### config.mk
export PLATFORM = sky130hd
export DESIGN_NAME = ascii_number_to_int32_core
export DESIGN_NICKNAME = d
export VERILOG_FILES = /design/src/sv/ant32_pkg.sv /design/src/sv/ant32_front.sv /design/src/sv/ant32_queue.sv /design/src/sv/ant32_back.sv /design/src/sv/ascii_number_to_int32_core.sv
export SDC_FILE = /design/constraint.sdc
export NUM_CORES = 1
export LEC_CHECK = 0
export BUFFER_PORTS_ARGS = -buffer_cell sky130_fd_sc_hd__buf_2
export CORE_MARGIN = 5
export CORE_UTILIZATION = 53
export CTS_BUF_LIST = sky130_fd_sc_hd__clkbuf_4 sky130_fd_sc_hd__clkbuf_8 sky130_fd_sc_hd__clkbuf_16
export CTS_CLUSTER_DIAMETER = 50
export DETAILED_ROUTE_END_ITERATION = 16
export PLACE_DENSITY = 0.73
export SYNTH_ARGS = -nofsm -noshare
export SYNTH_HDL_FRONTEND = slang
export SYNTH_SLANG_ARGS = --single-unit
### constraint.sdc
create_clock -name clk -period 9.85 [get_ports clk]
set_clock_uncertainty 0.05 [all_clocks]
set_input_delay 1.4775 -clock clk [delete_from_list [all_inputs] [get_ports clk]]
set_output_delay 1.4775 -clock clk [all_outputs]
set_load 0.01 [all_outputs]
### src/sv/ant32_pkg.sv
// Shared types and constants for the ASCII number parser.
// Used by the front classifier, the item queue, the back accumulator and the checker.
package ant32_pkg;

    // radix register codes; the fourth code acts as decimal
    localparam logic [1:0] RADIX_BIN     = 2'd0;
    localparam logic [1:0] RADIX_HEX     = 2'd1;
    localparam logic [1:0] RADIX_DEC     = 2'd2;
    localparam logic [1:0] RADIX_RESET   = RADIX_DEC;

    typedef enum logic [1:0] {
        ST_OK     = 2'd0,
        ST_FORMAT = 2'd1,
        ST_LENGTH = 2'd2,
        ST_RANGE  = 2'd3
    } status_t;

    localparam int QUEUE_DEPTH = 2;
    localparam int QUEUE_PTR_W = $clog2(QUEUE_DEPTH);
    localparam int QUEUE_CNT_W = $clog2(QUEUE_DEPTH + 1);

    localparam int          ACC_W      = 33;
    localparam int          PROD_W     = 37;
    localparam logic [36:0] DEC_LIMIT  = 37'h0_8000_0000;
    localparam logic [32:0] POS_MAX    = 33'h0_7FFF_FFFF;
    localparam logic [8:0]  BIN_LEN    = 9'd32;
    localparam logic [8:0]  HEX_LEN    = 9'd8;

    localparam logic [7:0] CHAR_ZERO   = 8'h30;
    localparam logic [7:0] CHAR_ONE    = 8'h31;
    localparam logic [7:0] CHAR_NINE   = 8'h39;
    localparam logic [7:0] CHAR_LC_A   = 8'h61;
    localparam logic [7:0] CHAR_LC_F   = 8'h66;
    localparam logic [7:0] CHAR_UC_A   = 8'h41;
    localparam logic [7:0] CHAR_UC_F   = 8'h46;
    localparam logic [7:0] CHAR_MINUS  = 8'h2D;

    // one classified character on its way from front to back
    typedef struct packed {
        logic [1:0] radix;
        logic       digit_ok;
        logic [3:0] digit;
        logic       is_minus;
        logic       last;
    } item_t;

endpackage

### src/sv/ant32_front.sv
// Front part: radix register and per-character classification.
// Depends on ant32_pkg; feeds ant32_queue.
module ant32_front
    import ant32_pkg::*;
(
    input  logic       clk,
    input  logic       rst_n,
    input  logic       cfg_we,
    input  logic [1:0] cfg_wdata,
    input  logic [7:0] char_code,
    input  logic       last_char,
    output item_t      item
);

    logic [1:0] radix_reg;
    logic [1:0] radix_next;

    always_comb
    begin
        radix_next = cfg_we ? cfg_wdata : radix_reg;
    end

    always_ff @(posedge clk or negedge rst_n)
    begin
        if (!rst_n)
        begin
            radix_reg <= RADIX_RESET;
        end
        else
        begin
            radix_reg <= radix_next;
        end
    end

    logic       is_dec_digit;
    logic       is_lc_hex;
    logic       is_uc_hex;
    logic [7:0] dec_off;
    logic [7:0] lc_off;
    logic [7:0] uc_off;

    always_comb
    begin
        is_dec_digit = (char_code >= CHAR_ZERO) && (char_code <= CHAR_NINE);
        is_lc_hex    = (char_code >= CHAR_LC_A) && (char_code <= CHAR_LC_F);
        is_uc_hex    = (char_code >= CHAR_UC_A) && (char_code <= CHAR_UC_F);
        dec_off      = char_code - CHAR_ZERO;
        lc_off       = char_code - CHAR_LC_A + 8'd10;
        uc_off       = char_code - CHAR_UC_A + 8'd10;

        item.radix    = radix_reg;
        item.is_minus = (char_code == CHAR_MINUS);
        item.last     = last_char;
        item.digit_ok = 1'b0;
        item.digit    = dec_off[3:0];

        unique case (radix_reg)
            RADIX_BIN:
            begin
                item.digit_ok = (char_code == CHAR_ZERO) || (char_code == CHAR_ONE);
            end
            RADIX_HEX:
            begin
                item.digit_ok = is_dec_digit || is_lc_hex || is_uc_hex;
                if (is_lc_hex)
                begin
                    item.digit = lc_off[3:0];
                end
                else if (is_uc_hex)
                begin
                    item.digit = uc_off[3:0];
                end
            end
            default:
            begin
                item.digit_ok = is_dec_digit;
            end
        endcase
    end

endmodule

### src/sv/ant32_queue.sv
// Short queue of classified characters between front and back.
// Depends on ant32_pkg for the item type and depth.
module ant32_queue
    import ant32_pkg::*;
(
    input  logic  clk,
    input  logic  rst_n,
    input  logic  push,
    input  item_t push_item,
    output logic  not_full,
    input  logic  pop,
    output logic  not_empty,
    output item_t head_item
);

    item_t                  entry_reg [QUEUE_DEPTH];
    logic [QUEUE_PTR_W-1:0] wr_ptr_reg;
    logic [QUEUE_PTR_W-1:0] wr_ptr_next;
    logic [QUEUE_PTR_W-1:0] rd_ptr_reg;
    logic [QUEUE_PTR_W-1:0] rd_ptr_next;
    logic [QUEUE_CNT_W-1:0] count_reg;
    logic [QUEUE_CNT_W-1:0] count_next;

    assign not_full  = (count_reg != QUEUE_CNT_W'(QUEUE_DEPTH));
    assign not_empty = (count_reg != '0);
    assign head_item = entry_reg[rd_ptr_reg];

    always_comb
    begin
        wr_ptr_next = push ? wr_ptr_reg + 1'b1 : wr_ptr_reg;
        rd_ptr_next = pop ? rd_ptr_reg + 1'b1 : rd_ptr_reg;
        count_next  = count_reg + QUEUE_CNT_W'(push) - QUEUE_CNT_W'(pop);
    end

    always_ff @(posedge clk or negedge rst_n)
    begin
        if (!rst_n)
        begin
            wr_ptr_reg <= '0;
            rd_ptr_reg <= '0;
            count_reg  <= '0;
        end
        else
        begin
            wr_ptr_reg <= wr_ptr_next;
            rd_ptr_reg <= rd_ptr_next;
            count_reg  <= count_next;
        end
    end

    always_ff @(posedge clk)
    begin
        if (push)
        begin
            entry_reg[wr_ptr_reg] <= push_item;
        end
    end

endmodule

### src/sv/ant32_back.sv
// Back part: digit accumulation, error tracking and the result register.
// Depends on ant32_pkg; takes items from ant32_queue.
module ant32_back
    import ant32_pkg::*;
#(
    parameter int MAX_TEXT_LEN = 255
)
(
    input  logic        clk,
    input  logic        rst_n,
    input  logic        item_valid,
    input  item_t       item,
    output logic        item_pop,
    output logic        out_valid,
    input  logic        out_ready,
    output logic [31:0] value,
    output logic [1:0]  status,
    output logic [7:0]  error_position
);

    localparam int         CAP_INT = (MAX_TEXT_LEN < 255) ? MAX_TEXT_LEN : 255;
    localparam logic [7:0] IDX_CAP = 8'(CAP_INT);

    logic [ACC_W-1:0] acc_reg;
    logic [ACC_W-1:0] acc_next;
    logic             ovf_reg;
    logic             ovf_next;
    logic             minus_reg;
    logic             minus_next;
    logic [7:0]       idx_reg;
    logic [7:0]       idx_next;
    logic             bad_reg;
    logic             bad_next;
    logic [7:0]       bad_idx_reg;
    logic [7:0]       bad_idx_next;

    logic             out_valid_reg;
    logic             out_valid_next;
    logic [31:0]      value_reg;
    logic [31:0]      value_next;
    status_t          status_reg;
    status_t          status_next;
    logic [7:0]       errpos_reg;
    logic [7:0]       errpos_next;

    logic             out_free;
    logic             is_dec;
    logic             cur_bad;
    logic [PROD_W-1:0] prod;
    logic [ACC_W-1:0] acc_upd;
    logic             ovf_upd;
    logic             minus_upd;
    logic             bad_upd;
    logic [7:0]       bad_idx_upd;
    logic [8:0]       text_len;
    status_t          fin_status;
    logic [31:0]      fin_value;

    assign out_free       = !out_valid_reg || out_ready;
    // a non-final character never needs the result register
    assign item_pop       = item_valid && (!item.last || out_free);
    assign out_valid      = out_valid_reg;
    assign value          = value_reg;
    assign status         = status_reg;
    assign error_position = errpos_reg;

    // per-character update
    always_comb
    begin
        is_dec    = (item.radix != RADIX_BIN) && (item.radix != RADIX_HEX);
        cur_bad   = !item.digit_ok && !(is_dec && item.is_minus && (idx_reg == '0));
        prod      = (PROD_W'(acc_reg) << 3) + (PROD_W'(acc_reg) << 1)
                    + PROD_W'(item.digit);
        acc_upd   = acc_reg;
        ovf_upd   = ovf_reg;
        minus_upd = minus_reg;

        if (item.digit_ok)
        begin
            unique case (item.radix)
                RADIX_BIN:
                begin
                    acc_upd = {1'b0, acc_reg[30:0], item.digit[0]};
                end
                RADIX_HEX:
                begin
                    acc_upd = {1'b0, acc_reg[27:0], item.digit};
                end
                default:
                begin
                    if (prod > DEC_LIMIT)
                    begin
                        ovf_upd = 1'b1;
                        acc_upd = DEC_LIMIT[ACC_W-1:0];
                    end
                    else
                    begin
                        acc_upd = prod[ACC_W-1:0];
                    end
                end
            endcase
        end
        else if (is_dec && item.is_minus && (idx_reg == '0))
        begin
            minus_upd = 1'b1;
        end

        bad_upd     = bad_reg || cur_bad;
        bad_idx_upd = bad_reg ? bad_idx_reg : idx_reg;
        text_len    = {1'b0, idx_reg} + 9'd1;
    end

    // final checks, under the radix of the last character
    always_comb
    begin
        fin_status = ST_OK;
        fin_value  = '0;
        unique case (item.radix)
            RADIX_BIN:
            begin
                priority if (text_len != BIN_LEN)
                begin
                    fin_status = ST_LENGTH;
                end
                else if (bad_upd)
                begin
                    fin_status = ST_FORMAT;
                end
                else
                begin
                    fin_value = acc_upd[31:0];
                end
            end
            RADIX_HEX:
            begin
                priority if (bad_upd)
                begin
                    fin_status = ST_FORMAT;
                end
                else if (text_len != HEX_LEN)
                begin
                    fin_status = ST_LENGTH;
                end
                else
                begin
                    fin_value = acc_upd[31:0];
                end
            end
            default:
            begin
                priority if (bad_upd)
                begin
                    fin_status = ST_FORMAT;
                end
                else if (ovf_upd || (!minus_upd && (acc_upd > POS_MAX)))
                begin
                    fin_status = ST_RANGE;
                end
                else if (minus_upd)
                begin
                    fin_value = 32'd0 - acc_upd[31:0];
                end
                else
                begin
                    fin_value = acc_upd[31:0];
                end
            end
        endcase
    end

    always_comb
    begin
        acc_next       = acc_reg;
        ovf_next       = ovf_reg;
        minus_next     = minus_reg;
        idx_next       = idx_reg;
        bad_next       = bad_reg;
        bad_idx_next   = bad_idx_reg;
        out_valid_next = out_valid_reg && !out_ready;
        value_next     = value_reg;
        status_next    = status_reg;
        errpos_next    = errpos_reg;

        if (item_pop)
        begin
            if (item.last)
            begin
                // emit and clear for the next number
                acc_next       = '0;
                ovf_next       = 1'b0;
                minus_next     = 1'b0;
                idx_next       = '0;
                bad_next       = 1'b0;
                bad_idx_next   = '0;
                out_valid_next = 1'b1;
                value_next     = fin_value;
                status_next    = fin_status;
                errpos_next    = (fin_status == ST_FORMAT) ? bad_idx_upd : 8'd0;
            end
            else
            begin
                acc_next     = acc_upd;
                ovf_next     = ovf_upd;
                minus_next   = minus_upd;
                bad_next     = bad_upd;
                bad_idx_next = bad_idx_upd;
                if (idx_reg < IDX_CAP)
                begin
                    idx_next = idx_reg + 8'd1;
                end
            end
        end
    end

    always_ff @(posedge clk or negedge rst_n)
    begin
        if (!rst_n)
        begin
            acc_reg       <= '0;
            ovf_reg       <= 1'b0;
            minus_reg     <= 1'b0;
            idx_reg       <= '0;
            bad_reg       <= 1'b0;
            bad_idx_reg   <= '0;
            out_valid_reg <= 1'b0;
        end
        else
        begin
            acc_reg       <= acc_next;
            ovf_reg       <= ovf_next;
            minus_reg     <= minus_next;
            idx_reg       <= idx_next;
            bad_reg       <= bad_next;
            bad_idx_reg   <= bad_idx_next;
            out_valid_reg <= out_valid_next;
        end
    end

    always_ff @(posedge clk)
    begin
        value_reg  <= value_next;
        status_reg <= status_next;
        errpos_reg <= errpos_next;
    end

endmodule

### src/sv/ascii_number_to_int32_core.sv
// ASCII number parser, top level: front classifier, item queue, back accumulator.
// Depends on ant32_pkg, ant32_front, ant32_queue and ant32_back.
//
// Parses one number of ASCII characters, one character per cycle on the input channel
// while in_ready is high, into a signed 32-bit value with a status (ok, format error
// with the position of the first bad character, wrong length, out of range); a result
// appears only for the character marked last. Sustained rate is one character per clock
// while the queue has room, set by the combinational shift-add in the back accumulator.
// A taken character is written into a queue entry register and is consumed by the
// accumulator from the queue head; a final character's result lands in the output
// register at the edge that consumes it. A two-entry queue between the classifier and
// the accumulator lets non-final characters keep flowing while a result waits; a final
// character waits in the queue until the output register frees, and input stalls once
// two characters wait. Write the radix register only while no number is in flight.
module ascii_number_to_int32_core
    import ant32_pkg::*;
#(
    parameter int MAX_TEXT_LEN = 255
)
(
    input  logic        clk,
    input  logic        rst_n,
    input  logic        cfg_we,
    input  logic [1:0]  cfg_wdata,
    input  logic        in_valid,
    output logic        in_ready,
    input  logic [7:0]  char_code,
    input  logic        last_char,
    output logic        out_valid,
    input  logic        out_ready,
    output logic [31:0] value,
    output logic [1:0]  status,
    output logic [7:0]  error_position
);

    item_t front_item;
    item_t head_item;
    logic  q_not_full;
    logic  q_not_empty;
    logic  q_pop;

    assign in_ready = q_not_full;

    ant32_front u_front (
        .clk       (clk),
        .rst_n     (rst_n),
        .cfg_we    (cfg_we),
        .cfg_wdata (cfg_wdata),
        .char_code (char_code),
        .last_char (last_char),
        .item      (front_item)
    );

    ant32_queue u_queue (
        .clk       (clk),
        .rst_n     (rst_n),
        .push      (in_valid && q_not_full),
        .push_item (front_item),
        .not_full  (q_not_full),
        .pop       (q_pop),
        .not_empty (q_not_empty),
        .head_item (head_item)
    );

    ant32_back #(
        .MAX_TEXT_LEN (MAX_TEXT_LEN)
    ) u_back (
        .clk            (clk),
        .rst_n          (rst_n),
        .item_valid     (q_not_empty),
        .item           (head_item),
        .item_pop       (q_pop),
        .out_valid      (out_valid),
        .out_ready      (out_ready),
        .value          (value),
        .status         (status),
        .error_position (error_position)
    );

endmodule

==> results.yml, run 1 <==
setup_path:
  cp_max_fo: 30
  cp.arrival_ns: 8.63
  critPathLaunchType: "flip-flop"
  crit_buf_inv: 3
  cp_slowest_cell: "dfrtp_1"
  end_kind: "flip-flop"
  cpLargestDelayFamily: "simple AND/OR/NAND/NOR gates"
  required_ns: 9.92
  crit_path_max_incr_delay_ns: 0.96
  critPathKind: "flip-flop to flip-flop"
drt:
  routedWlPerCell_um: 20.44
  via_per_inst: 6.582
  ant_nets: 0
  detailedRoute.firstIterationViolations: 826
  drcViolationCount: 0
  drt_pre_antenna_iters: 5
  vias: 9629
  totalWireLength_mm: 29.90
floorplanning:
  die-area_um2: 22090
  fp-row-count: 50
  ios: 60
  fp.dieH_um: 148.6
  core_area_um2: 18830
  die_x_um: 148.6
  initial_utilization: 0.5409
placed_design:
  placed_area_um2: 10660
  dp_hpwl_mm: 21.95
  place_congestion: 0.9742
  portBuffers: 59
synth:
  yosysMostFrequentCell: "nand2_1"
  syn_area_per_cell_um2: 8.727
  synth_area_um2: 10180
  synth_edf_count: 60
  synthFlopType: "edfxtp_1"
  synth-seq-cells: 119
  yosys.area.top_type: "edfxtp_1"
  synth_cell_type_count: 92
  synth_common_cells: "nand2_1, o21ai_0, nor2_1"
  synthTopCellsByArea: "edfxtp_1, dfrtp_1, ha_1"
  yosys_warnings: 0
  seq_area_frac_synth: 0.3220
  synth_top_cell_area_share: 0.1769
  syn-instance-count: 1167
  async_flop_share: 0.4958
  syn_nets: 1261
sta:
  relSlewSlack: 0.3290
  slew_violations: 0
  tightest_slew_ns: 1.007
  timing.final.crit_share: 0.8694
  setup_viol: 0
  fin_setup_tns_ns: 0
  final_hold_viol_count: 0
  fmaxAchievable_mhz: 116.8
  rsz0062_at_grt: "no"
  finalWorstPathRequiredPeriod_ns: 8.563
clock_network:
  clock_latency_ns: 0.42
  cts_sinks: 119
  clk_path_buf_depth: 2
  post_cts_buffers: 0
  cts_repair_resize_count: 0
  cts_max_level: 4
  cts_tree: "done"
  clkTransAtPathRegs_ns: 0.06
  root_buffer: "clkbuf_16"
  cts_buffers: 17
  hold_buffers: 0
min_path:
  min_path_type: "flip-flop to flip-flop"
global_routing:
  antenna_found_initial: 0
  grt_max_degree: 60
  globalRouteOverflowTotal: 0
  grt_pass1_wl_mm: 47.88
  first_global_vias: 9209
  grt_use_total: 0.2683
run:
  cap_violations: 0
pwr:
  comb_power_share: 0.594
  worst_ir_drop_vdd_mv: 0.3051
  total_power_w: 0.003732
  power.leakage_nw: 4.700
  power_density_nw_per_um2: 332.3
  netSwitchingFraction: 0.5077
  p_seq_frac: 0.244
  p_int_w: 0.001837
  power_frac_clock: 0.161
  power.switching_w: 0.001894
status:
  outcome: "completed"
finish:
  design_area_um2: 11230
  fillers: 1665
  n_antenna_cell: 0
  drive_gt1_frac: 0.1338
  area_delta_synth_final_pct: 10.25
  nets: 1284
  largest_reg_flops: 33
## power by group through the flow
stage               logic, W  registers, W  clock network [W]
floorplan            0.00153      0.000885                  0
global placement     0.00214      0.000913                  0
detailed placement   0.00216      0.000917                  0
CTS                  0.00217      0.000909           0.000608
global route         0.00240      0.000930           0.000637
finish               0.00222      0.000911           0.000603
## area by class of cell
cell class / count / area [µm²] / area share
Clock buffer: 18 / 432.9 / 0.03856
Clock inverter: 14 / 138.9 / 0.01237
Inverter: 32 / 120.1 / 0.01070
Multi-Input combinational cell: 946 / 6524 / 0.5810
Sequential cell: 119 / 3279 / 0.2921
Tap cell: 260 / 325.3 / 0.02897
Timing Repair Buffer: 74 / 407.9 / 0.03633
## through the flow
stage	std cells	setup slack, ns	util	hold WS [ns]
after floorplan	1167	2.485	-	0.4108
after global placement	1431	1.747	0.5659	0.4326
after detailed placement	1431	1.486	0.5659	0.4339
after CTS	1463	1.453	0.5963	0.4546
after global routing	1463	0.5382	0.5963	0.4819
final	1463	1.287	0.5963	0.4539
## placed cells by master, fill, tap and decap left out, types with 14 or more instances in the layout
| cell | Yosys | layout |
|---|---|---|
| a21o_1 | 15 | 15 |
| a21oi_1 | 75 | 75 |
| a22o_1 | 16 | 16 |
| buf_2 | 19 | 59 |
| buf_4 | 3 | 15 |
| clkbuf_16 | 0 | 17 |
| dfrtp_1 | 58 | 58 |
| edfxtp_1 | 60 | 60 |
| ha_1 | 76 | 76 |
| inv_1 | 31 | 31 |
| mux2_2 | 15 | 15 |
| mux2i_1 | 42 | 40 |
| nand2_1 | 129 | 129 |
| nand3_1 | 30 | 30 |
| nand4_1 | 22 | 22 |
| nor2_1 | 83 | 82 |
| nor3_1 | 33 | 33 |
| o211ai_1 | 23 | 23 |
| o21ai_0 | 87 | 87 |
| o221ai_1 | 16 | 16 |
| o31ai_1 | 15 | 15 |
| or3_1 | 21 | 21 |
| xnor2_1 | 21 | 21 |
| xor2_1 | 14 | 14 |
## cells by family (layout without fill, tap and decap cells)
logic type / Yosys count / count (layout) / synth area share
DFF: 119 / 119 / 0.3220
AOI/OAI and AO/OA: 371 / 371 / 0.2522
muxes: 57 / 57 / 0.05786
and+or+nand+nor: 405 / 405 / 0.1995
buffers and inverters: 102 / 138 / 0.04103
xor gates and xnor gates: 35 / 35 / 0.03010
adders and majority gates: 78 / 78 / 0.09730
## path summary, 6_finish.rpt
kind / from / to / slack [ns] / cells after the start
max: u_queue.rd_ptr_reg$_DFFE_PN0P_ / u_back.value[24]$_DFFE_PP_ / 1.29 / 27
min: u_back.bad_idx_reg[2]$_DFFE_PN0P_ / u_back.bad_idx_reg[2]$_DFFE_PN0P_ / 0.45 / 1
max reg2reg: u_queue.rd_ptr_reg$_DFFE_PN0P_ / u_back.value[24]$_DFFE_PP_ / 1.29 / 27
min reg2reg: u_back.bad_idx_reg[2]$_DFFE_PN0P_ / u_back.bad_idx_reg[2]$_DFFE_PN0P_ / 0.45 / 1
max in group asynchronous: rst_n / u_back.acc_reg[21]$_DFFE_PN0P_ / 8.06 / 2
min in group asynchronous: rst_n / u_back.bad_idx_reg[0]$_DFFE_PN0P_ / 1.16 / 2
## metal layers
| metal | routed length, µm | global-route usage |
|---|---|---|
| met5 | 0 | 0 |
| met4 | 1479 | 0.1409 |
| met3 | 1946 | 0.04083 |
| met2 | 14180 | 0.4424 |
| met1 | 12290 | 0.3405 |
Power figures use the tool's default switching activity.
==> run 2: changes to the inputs <==
--- a/config.mk
+++ b/config.mk
@@ -12,6 +12,8 @@
 export CTS_CLUSTER_DIAMETER = 50
 export DETAILED_ROUTE_END_ITERATION = 16
 export PLACE_DENSITY = 0.73
+export REMOVE_ABC_BUFFERS = 1
 export SYNTH_ARGS = -nofsm -noshare
 export SYNTH_HDL_FRONTEND = slang
+export SYNTH_HIERARCHICAL = 1
 export SYNTH_SLANG_ARGS = --single-unit
==> results.yml, run 2 <==
clock_network:
  cts_max_level: 4
  cts_tree: "done"
  cts_buffers: 17
  clk_path_buf_depth: 2
  clkTransAtPathRegs_ns: 0.06
  cts_repair_resize_count: 0
  cts_sinks: 119
  post_cts_buffers: 0
  clock_latency_ns: 0.42
  hold_buffers: 0
  root_buffer: "clkbuf_16"
setup_path:
  end_kind: "flip-flop"
  cpLargestDelayFamily: "simple AND/OR/NAND/NOR gates"
  cp_max_fo: 44
  crit_start: "u_queue/rd_ptr_reg$_DFFE_PN0P_"
  crit_path_max_incr_delay_ns: 0.85
  rrSetupSlack_ns: 1.68
  cp.arrival_ns: 8.39
  critPathKind: "flip-flop to flip-flop"
  worstRegToRegCells: 29
  critPathLaunchType: "flip-flop"
  required_ns: 10.07
  crit_buf_inv: 5
  r2r-start: "u_queue/rd_ptr_reg$_DFFE_PN0P_"
  r2r_end: "u_back/value[13]$_DFFE_PP_"
  cp_slowest_cell: "nor4_4"
finish:
  layout_commonest_cell: "nor2_1"
  area_delta_synth_final_pct: 8.477
  drive_gt1_frac: 0.1121
  multiInputGateArea_um2: 6923
  largest_reg_flops: 33
  fillers: 1791
  nets: 1364
  n_antenna_cell: 0
  seqCellArea_um2: 3279
  mostFrequentLayoutCells: "nor2_1, nand2_1, a21oi_1, o21ai_0, ha_1"
  final_util: 0.5798
global_routing:
  grt_pass1_wl_mm: 52.13
  grt_max_degree: 60
  antenna_found_initial: 0
  first_global_vias: 9785
  grt_use_total: 0.2709
  globalRouteOverflowTotal: 0
pwr:
  comb_power_share: 0.593
  power.switching_w: 0.001808
  power.leakage_nw: 4.889
  power_density_nw_per_um2: 312.6
  p_seq_frac: 0.242
  p_int_w: 0.001837
  worst_ir_drop_vdd_mv: 0.2510
  power_frac_clock: 0.166
  netSwitchingFraction: 0.4960
  total_power_w: 0.003644
synth:
  syn-instance-count: 1265
  synth_top_cell_area_share: 0.1677
  yosys_warnings: 6
  seq_area_frac_synth: 0.3052
  yosys.area.top_type: "edfxtp_1"
  async_flop_share: 0.4958
  synthTopCellsByArea: "edfxtp_1, dfrtp_1, ha_1"
  synth-seq-cells: 119
  synth_common_cells: "nor2_1, nand2_1, a21oi_1"
  syn_area_per_cell_um2: 8.494
  yosysMostFrequentCell: "nor2_1"
  synthFlopType: "edfxtp_1"
  synth_edf_count: 60
  synth_cell_type_count: 85
  synth_area_um2: 10750
floorplanning:
  fp.dieH_um: 152.4
  die-area_um2: 23220
  ios: 60
  die_x_um: 152.4
  fp-row-count: 52
  core_area_um2: 20100
  initial_utilization: 0.5345
sta:
  rsz0062_at_grt: "no"
  timing.final.crit_share: 0.8296
  finalWorstPathRequiredPeriod_ns: 8.172
  setup_viol: 0
  final_hold_viol_count: 0
  setup_slack_ns: 1.678
  tightest_slew_ns: 1.033
  fmaxAchievable_mhz: 122.4
  relSlewSlack: 0.3058
  fin_setup_tns_ns: 0
  slew_violations: 0
placed_design:
  dp_hpwl_mm: 23.34
  portBuffers: 59
  place_congestion: 0.9873
  dp_worst_setup_slack_ns: 1.838
min_path:
  whs_endpoint: "u_queue/wr_ptr_reg$_DFFE_PN0P_"
  hold_start: "u_queue/wr_ptr_reg$_DFFE_PN0P_"
  min_path_cells: 1
  min_path_type: "flip-flop to flip-flop"
drt:
  routedWlPerCell_um: 20.70
  totalWireLength_mm: 32.17
  vias: 10410
  ant_nets: 0
  via_per_inst: 6.699
  drcViolationCount: 0
  detailedRoute.firstIterationViolations: 1129
  drt_pre_antenna_iters: 5
run:
  cap_violations: 0
status:
  outcome: "completed"
run 2: cell types whose count changed in the layout (fill, tap and decap cells not counted), moves of 10 or more:
| cell | before | now |
|---|---|---|
| nand2_1 | 129 | 98 |
| a211oi_1 | 6 | 16 |
| and2_1 | 11 | 23 |
| o211ai_1 | 23 | 12 |
| o22ai_1 | 9 | 32 |
| inv_1 | 31 | 43 |
| nor2_1 | 82 | 117 |
| mux2_4 | 0 | 10 |
| o221ai_1 | 16 | 4 |
| a21oi_1 | 75 | 96 |
| nand2b_1 | 9 | 21 |
run 2: how the worst max path moves through the flow:
stage                                       to  slack (ns)  cells after the start
floorplan           u_back/value[13]$_DFFE_PP_        2.50                     27
global placement    u_back/value[13]$_DFFE_PP_        1.92                     29
detailed placement  u_back/value[13]$_DFFE_PP_        1.84                     29
CTS                 u_back/value[13]$_DFFE_PP_        1.74                     29
global route        u_back/value[13]$_DFFE_PP_        1.18                     29
finish              u_back/value[13]$_DFFE_PP_        1.68                     29
run 2: power by group through the flow:
stage	Clock, W	Sequential (W)	Combinational, W
global route	0.000635	0.000901	0.00236
global placement	0	0.000885	0.00206
CTS	0.000606	0.000879	0.00211
detailed placement	0	0.000887	0.00210
finish	0.000603	0.000880	0.00216
floorplan	0	0.000878	0.00145
run 2: cell type report:
cell class | count | share of cell area
multi-input cells | 1019 | 0.5939
inverters | 44 | 0.01417
well taps | 270 | 0.02898
repair buffers | 70 | 0.03242
flip-flops and latches | 119 | 0.2813
clock buffers | 19 | 0.03778
clock inverters | 13 | 0.01138
run 2: layer usage:
layer	routed length [µm]	GRT usage
met1	12910	0.3484
met2	14790	0.4363
met3	2638	0.04715
met4	1833	0.1447
met5	0	0
run 2: logic make-up (layout without fill, tap and decap cells):
family,after synthesis,count (layout),share of synthesized area
buffers and inverters,127,146,0.05088
AO/OA/AOI/OAI,418,418,0.2555
XOR/XNOR,27,27,0.02340
multiplexers,65,65,0.06602
AND/OR/NAND/NOR,431,431,0.2070
adder cells (fa/ha/maj),78,78,0.09199
flip-flops,119,119,0.3052
run 2: through the flow:
| stage | instance area (µm²) | instances | hold slack (ns) |
|---|---|---|---|
| after floorplan | 10360 | 1182 | 0.4055 |
| after global placement | 11080 | 1522 | 0.4183 |
| after detailed placement | 11080 | 1522 | 0.4205 |
| after CTS | 11660 | 1554 | 0.4320 |
| after global routing | 11660 | 1554 | 0.4779 |
| final | 11660 | 1554 | 0.4334 |
run 2: worst register-to-register path, delay by kind of cell, from the launching register on:
kind / cells / cell delay, ns
xor+xnor: 1 / 0.18
mux: 1 / 0.26
buf+inv: 5 / 0.89
simple gates: 12 / 3.42
flops: 1 / 0.69
compound gates: 7 / 1.42
fa+ha+maj: 3 / 1.14
==> run 3: changes to the inputs <==
--- a/config.mk
+++ b/config.mk
@@ -5,13 +5,14 @@
 export SDC_FILE = /design/constraint.sdc
 export NUM_CORES = 1
 export LEC_CHECK = 0
+export ABC_AREA = 1
 export BUFFER_PORTS_ARGS = -buffer_cell sky130_fd_sc_hd__buf_2
 export CORE_MARGIN = 5
 export CORE_UTILIZATION = 53
 export CTS_BUF_LIST = sky130_fd_sc_hd__clkbuf_4 sky130_fd_sc_hd__clkbuf_8 sky130_fd_sc_hd__clkbuf_16
 export CTS_CLUSTER_DIAMETER = 50
 export DETAILED_ROUTE_END_ITERATION = 16
-export PLACE_DENSITY = 0.73
+export PLACE_DENSITY = 0.75
 export REMOVE_ABC_BUFFERS = 1
 export SYNTH_ARGS = -nofsm -noshare
 export SYNTH_HDL_FRONTEND = slang
==> constraint.sdc (replaced) <==
create_clock -name clk -period 6.6 [get_ports clk]
set_clock_uncertainty 0.05 [all_clocks]
set_input_delay 0.99 -clock clk [delete_from_list [all_inputs] [get_ports clk]]
set_output_delay 0.99 -clock clk [all_outputs]
set_load 0.01 [all_outputs]
==> results.yml, run 3 <==
status:
  outcome: "completed"
setup_path:
  required_ns: 6.70
  cp_max_fo: 19
  cp_slowest_cell: "fa_1"
  critPathLaunchType: "flip-flop"
  crit_path_max_incr_delay_ns: 0.54
  cp.arrival_ns: 5.99
  critPathKind: "flip-flop to flip-flop"
  crit_top_cell: "nand2_1"
  worstRegToRegCells: 43
  r2r_end: "u_back/value[1]$_DFFE_PP_"
  r2r-start: "u_queue/rd_ptr_reg$_DFFE_PN0P_"
  cpLargestDelayFamily: "simple AND/OR/NAND/NOR gates"
  cp_num_cells: 43
  end_kind: "flip-flop"
  crit_start: "u_queue/rd_ptr_reg$_DFFE_PN0P_"
  cp-endpoint: "u_back/value[1]$_DFFE_PP_"
  rrSetupSlack_ns: 0.71
  crit_buf_inv: 4
synth:
  yosys.area.top_type: "nand2_1"
  syn-instance-count: 1604
  synth_common_cells: "nand2_1, inv_1, nor2_1"
  synthTopCellsByArea: "nand2_1, edfxtp_1, dfrtp_1"
  seq_area_frac_synth: 0.3033
  synth_area_um2: 10810
  yosysMostFrequentCell: "nand2_1"
  syn_area_per_cell_um2: 6.741
  async_flop_share: 0.4958
  synth_top_cell_area_share: 0.1788
  synth_cell_type_count: 54
  synth_edf_count: 60
  yosys_warnings: 6
  synth-seq-cells: 119
  synthFlopType: "edfxtp_1"
global_routing:
  grt_pass1_wl_mm: 51.21
  antenna_found_initial: 0
  first_global_vias: 10300
  grtUsageMet1: 0.3354
  grt_max_degree: 60
  grt_use_total: 0.2658
  gr-usage-met2: 0.4531
  grt.busiest_layer: "met2"
  globalRouteOverflowTotal: 0
  grt_use_met3: 0.03478
finish:
  multiInputGateArea_um2: 6259
  seqCellArea_um2: 3281
  layout_commonest_cell: "nand2_1"
  mostFrequentLayoutCells: "nand2_1, inv_1, nor2_1"
  design_area_um2: 11900
  drive_gt1_frac: 0.1094
  area_delta_synth_final_pct: 10.09
  fillers: 1940
  n_antenna_cell: 0
  nets: 1743
  largest_reg_flops: 33
clock_network:
  cts_tree: "done"
  cts_buffers: 17
  hold_buffers: 0
  clkTransAtPathRegs_ns: 0.06
  cts_sinks: 119
  clk_path_buf_depth: 2
  clock_latency_ns: 0.42
  root_buffer: "clkbuf_16"
  cts_max_level: 4
floorplanning:
  fp-row-count: 52
  die-area_um2: 23360
  initial_utilization: 0.5361
  core_area_um2: 20170
  ios: 60
  die_x_um: 152.8
  fp.dieH_um: 152.8
pwr:
  power_density_nw_per_um2: 549.1
  power.leakage_nw: 6.173
  worst_ir_drop_vdd_mv: 0.4267
sta:
  relSlewSlack: 0.3182
  setup_viol: 0
  fin_setup_tns_ns: 0
  final_hold_viol_count: 0
  timing.final.crit_share: 0.8926
  fmaxAchievable_mhz: 169.8
  rsz0062_at_grt: "no"
  slew_violations: 0
  tightest_slew_ns: 1.012
  finalWorstPathRequiredPeriod_ns: 5.891
drt:
  drcViolationCount: 0
  vias: 10770
  routedWlPerCell_um: 16.23
  totalWireLength_mm: 31.38
  ant_nets: 0
  detailedRoute.firstIterationViolations: 982
  via_per_inst: 5.573
  drt_pre_antenna_iters: 6
run:
  cap_violations: 0
placed_design:
  place_congestion: 0.9782
  portBuffers: 59
  dp_hpwl_mm: 24.06
  placed_area_um2: 11260
min_path:
  min_path_type: "flip-flop to flip-flop"
-- run 3: changes by cell type in the layout (fill, tap and decap cells not counted), moves of 20 or more --
cell      delta
o21ai_0     -36
nand2b_1    -21
nand2_2     +26
o22ai_1     +27
mux2i_1     -48
and2_1      -21
nand2_1    +417
a21oi_1     -47
inv_1      +215
nor3_1      -20
nand3_1     +77
-- run 3: metrics by stage --
| step | cells | setup slack, ns | hold WS (ns) | power [W] | util |
|---|---|---|---|---|---|
| finish | 1933 | 0.7091 | 0.4277 | 0.006537 | 0.5902 |
| detailed placement | 1901 | 0.7169 | 0.4167 | 0.005438 | 0.5584 |
| floorplan | 1561 | 0.1647 | 0.3921 | 0.004233 | - |
| global placement | 1901 | 0.8651 | 0.4047 | 0.005366 | 0.5584 |
| CTS | 1933 | 0.6986 | 0.4289 | 0.006471 | 0.5901 |
| global route | 1933 | 0.1299 | 0.4562 | 0.007050 | 0.5902 |
-- run 3: final cells by class --
class,count,share of cell area
Multi-Input combinational cell,1174,0.5258
Clock inverter,12,0.01272
Inverter,268,0.08472
Tap cell,270,0.02838
Timing Repair Buffer,70,0.03174
Clock buffer,20,0.04110
Sequential cell,119,0.2756
-- run 3: worst reg2reg max path: cells and delay by family, from the launching register on --
kind                       cells  cell delay, ns
AOI/OAI and AO/OA              3            0.49
adders and majority gates      3            1.03
buffers and inverters          4            0.41
DFF                            1            0.52
and+or+nand+nor               33            3.14
-- run 3: how the worst min path moves through the flow --
| stage | startpoint | cells after the start | end | slack [ns] |
|---|---|---|---|---|
| floorplan | u_front/radix_reg[0]$_DFFE_PN0P_ | 0 | u_queue/entry_reg[0][7]$_DFFE_PP_ | 0.39 |
| global placement | u_front/radix_reg[0]$_DFFE_PN0P_ | 0 | u_queue/entry_reg[0][7]$_DFFE_PP_ | 0.40 |
| detailed placement | u_front/radix_reg[0]$_DFFE_PN0P_ | 0 | u_queue/entry_reg[0][7]$_DFFE_PP_ | 0.42 |
| CTS | u_front/radix_reg[0]$_DFFE_PN0P_ | 0 | u_queue/entry_reg[0][7]$_DFFE_PP_ | 0.43 |
| global route | u_front/radix_reg[0]$_DFFE_PN0P_ | 0 | u_queue/entry_reg[0][7]$_DFFE_PP_ | 0.46 |
| finish | u_front/radix_reg[0]$_DFFE_PN0P_ | 0 | u_queue/entry_reg[0][7]$_DFFE_PP_ | 0.43 |
-- run 3: repair_timing --
item,4_1_cts,5_1_grt
setup endpoints to repair,0,4
resized for setup,0,1
setup buffers,0,0
-- run 3: report_power, final --
part | internal (W) | leakage [nW] | switching (W) | total, W
clock | 0.000623 | 0.313 | 0.000377 | 0.00100
combinational | 0.00129 | 4.50 | 0.00291 | 0.00420
sequential | 0.00113 | 1.36 | 0.000208 | 0.00133
total | 0.00304 | 6.17 | 0.00350 | 0.00654
-- run 3: layer usage --
| layer | vias to the layer above | routed length, µm |
|---|---|---|
| met4 | 0 | 1456 |
| met2 | 458 | 15070 |
| met5 | - | 0 |
| met3 | 88 | 2054 |
| li1 | 5336 | - |
| met1 | 4890 | 12800 |
-- run 3: cells by family after synthesis --
kind of cell    share of synthesized area
flops                              0.3033
compound gates                     0.1267
fa+ha+maj                         0.09049
buf+inv                            0.1190
simple gates                       0.3421
xor+xnor                          0.01851
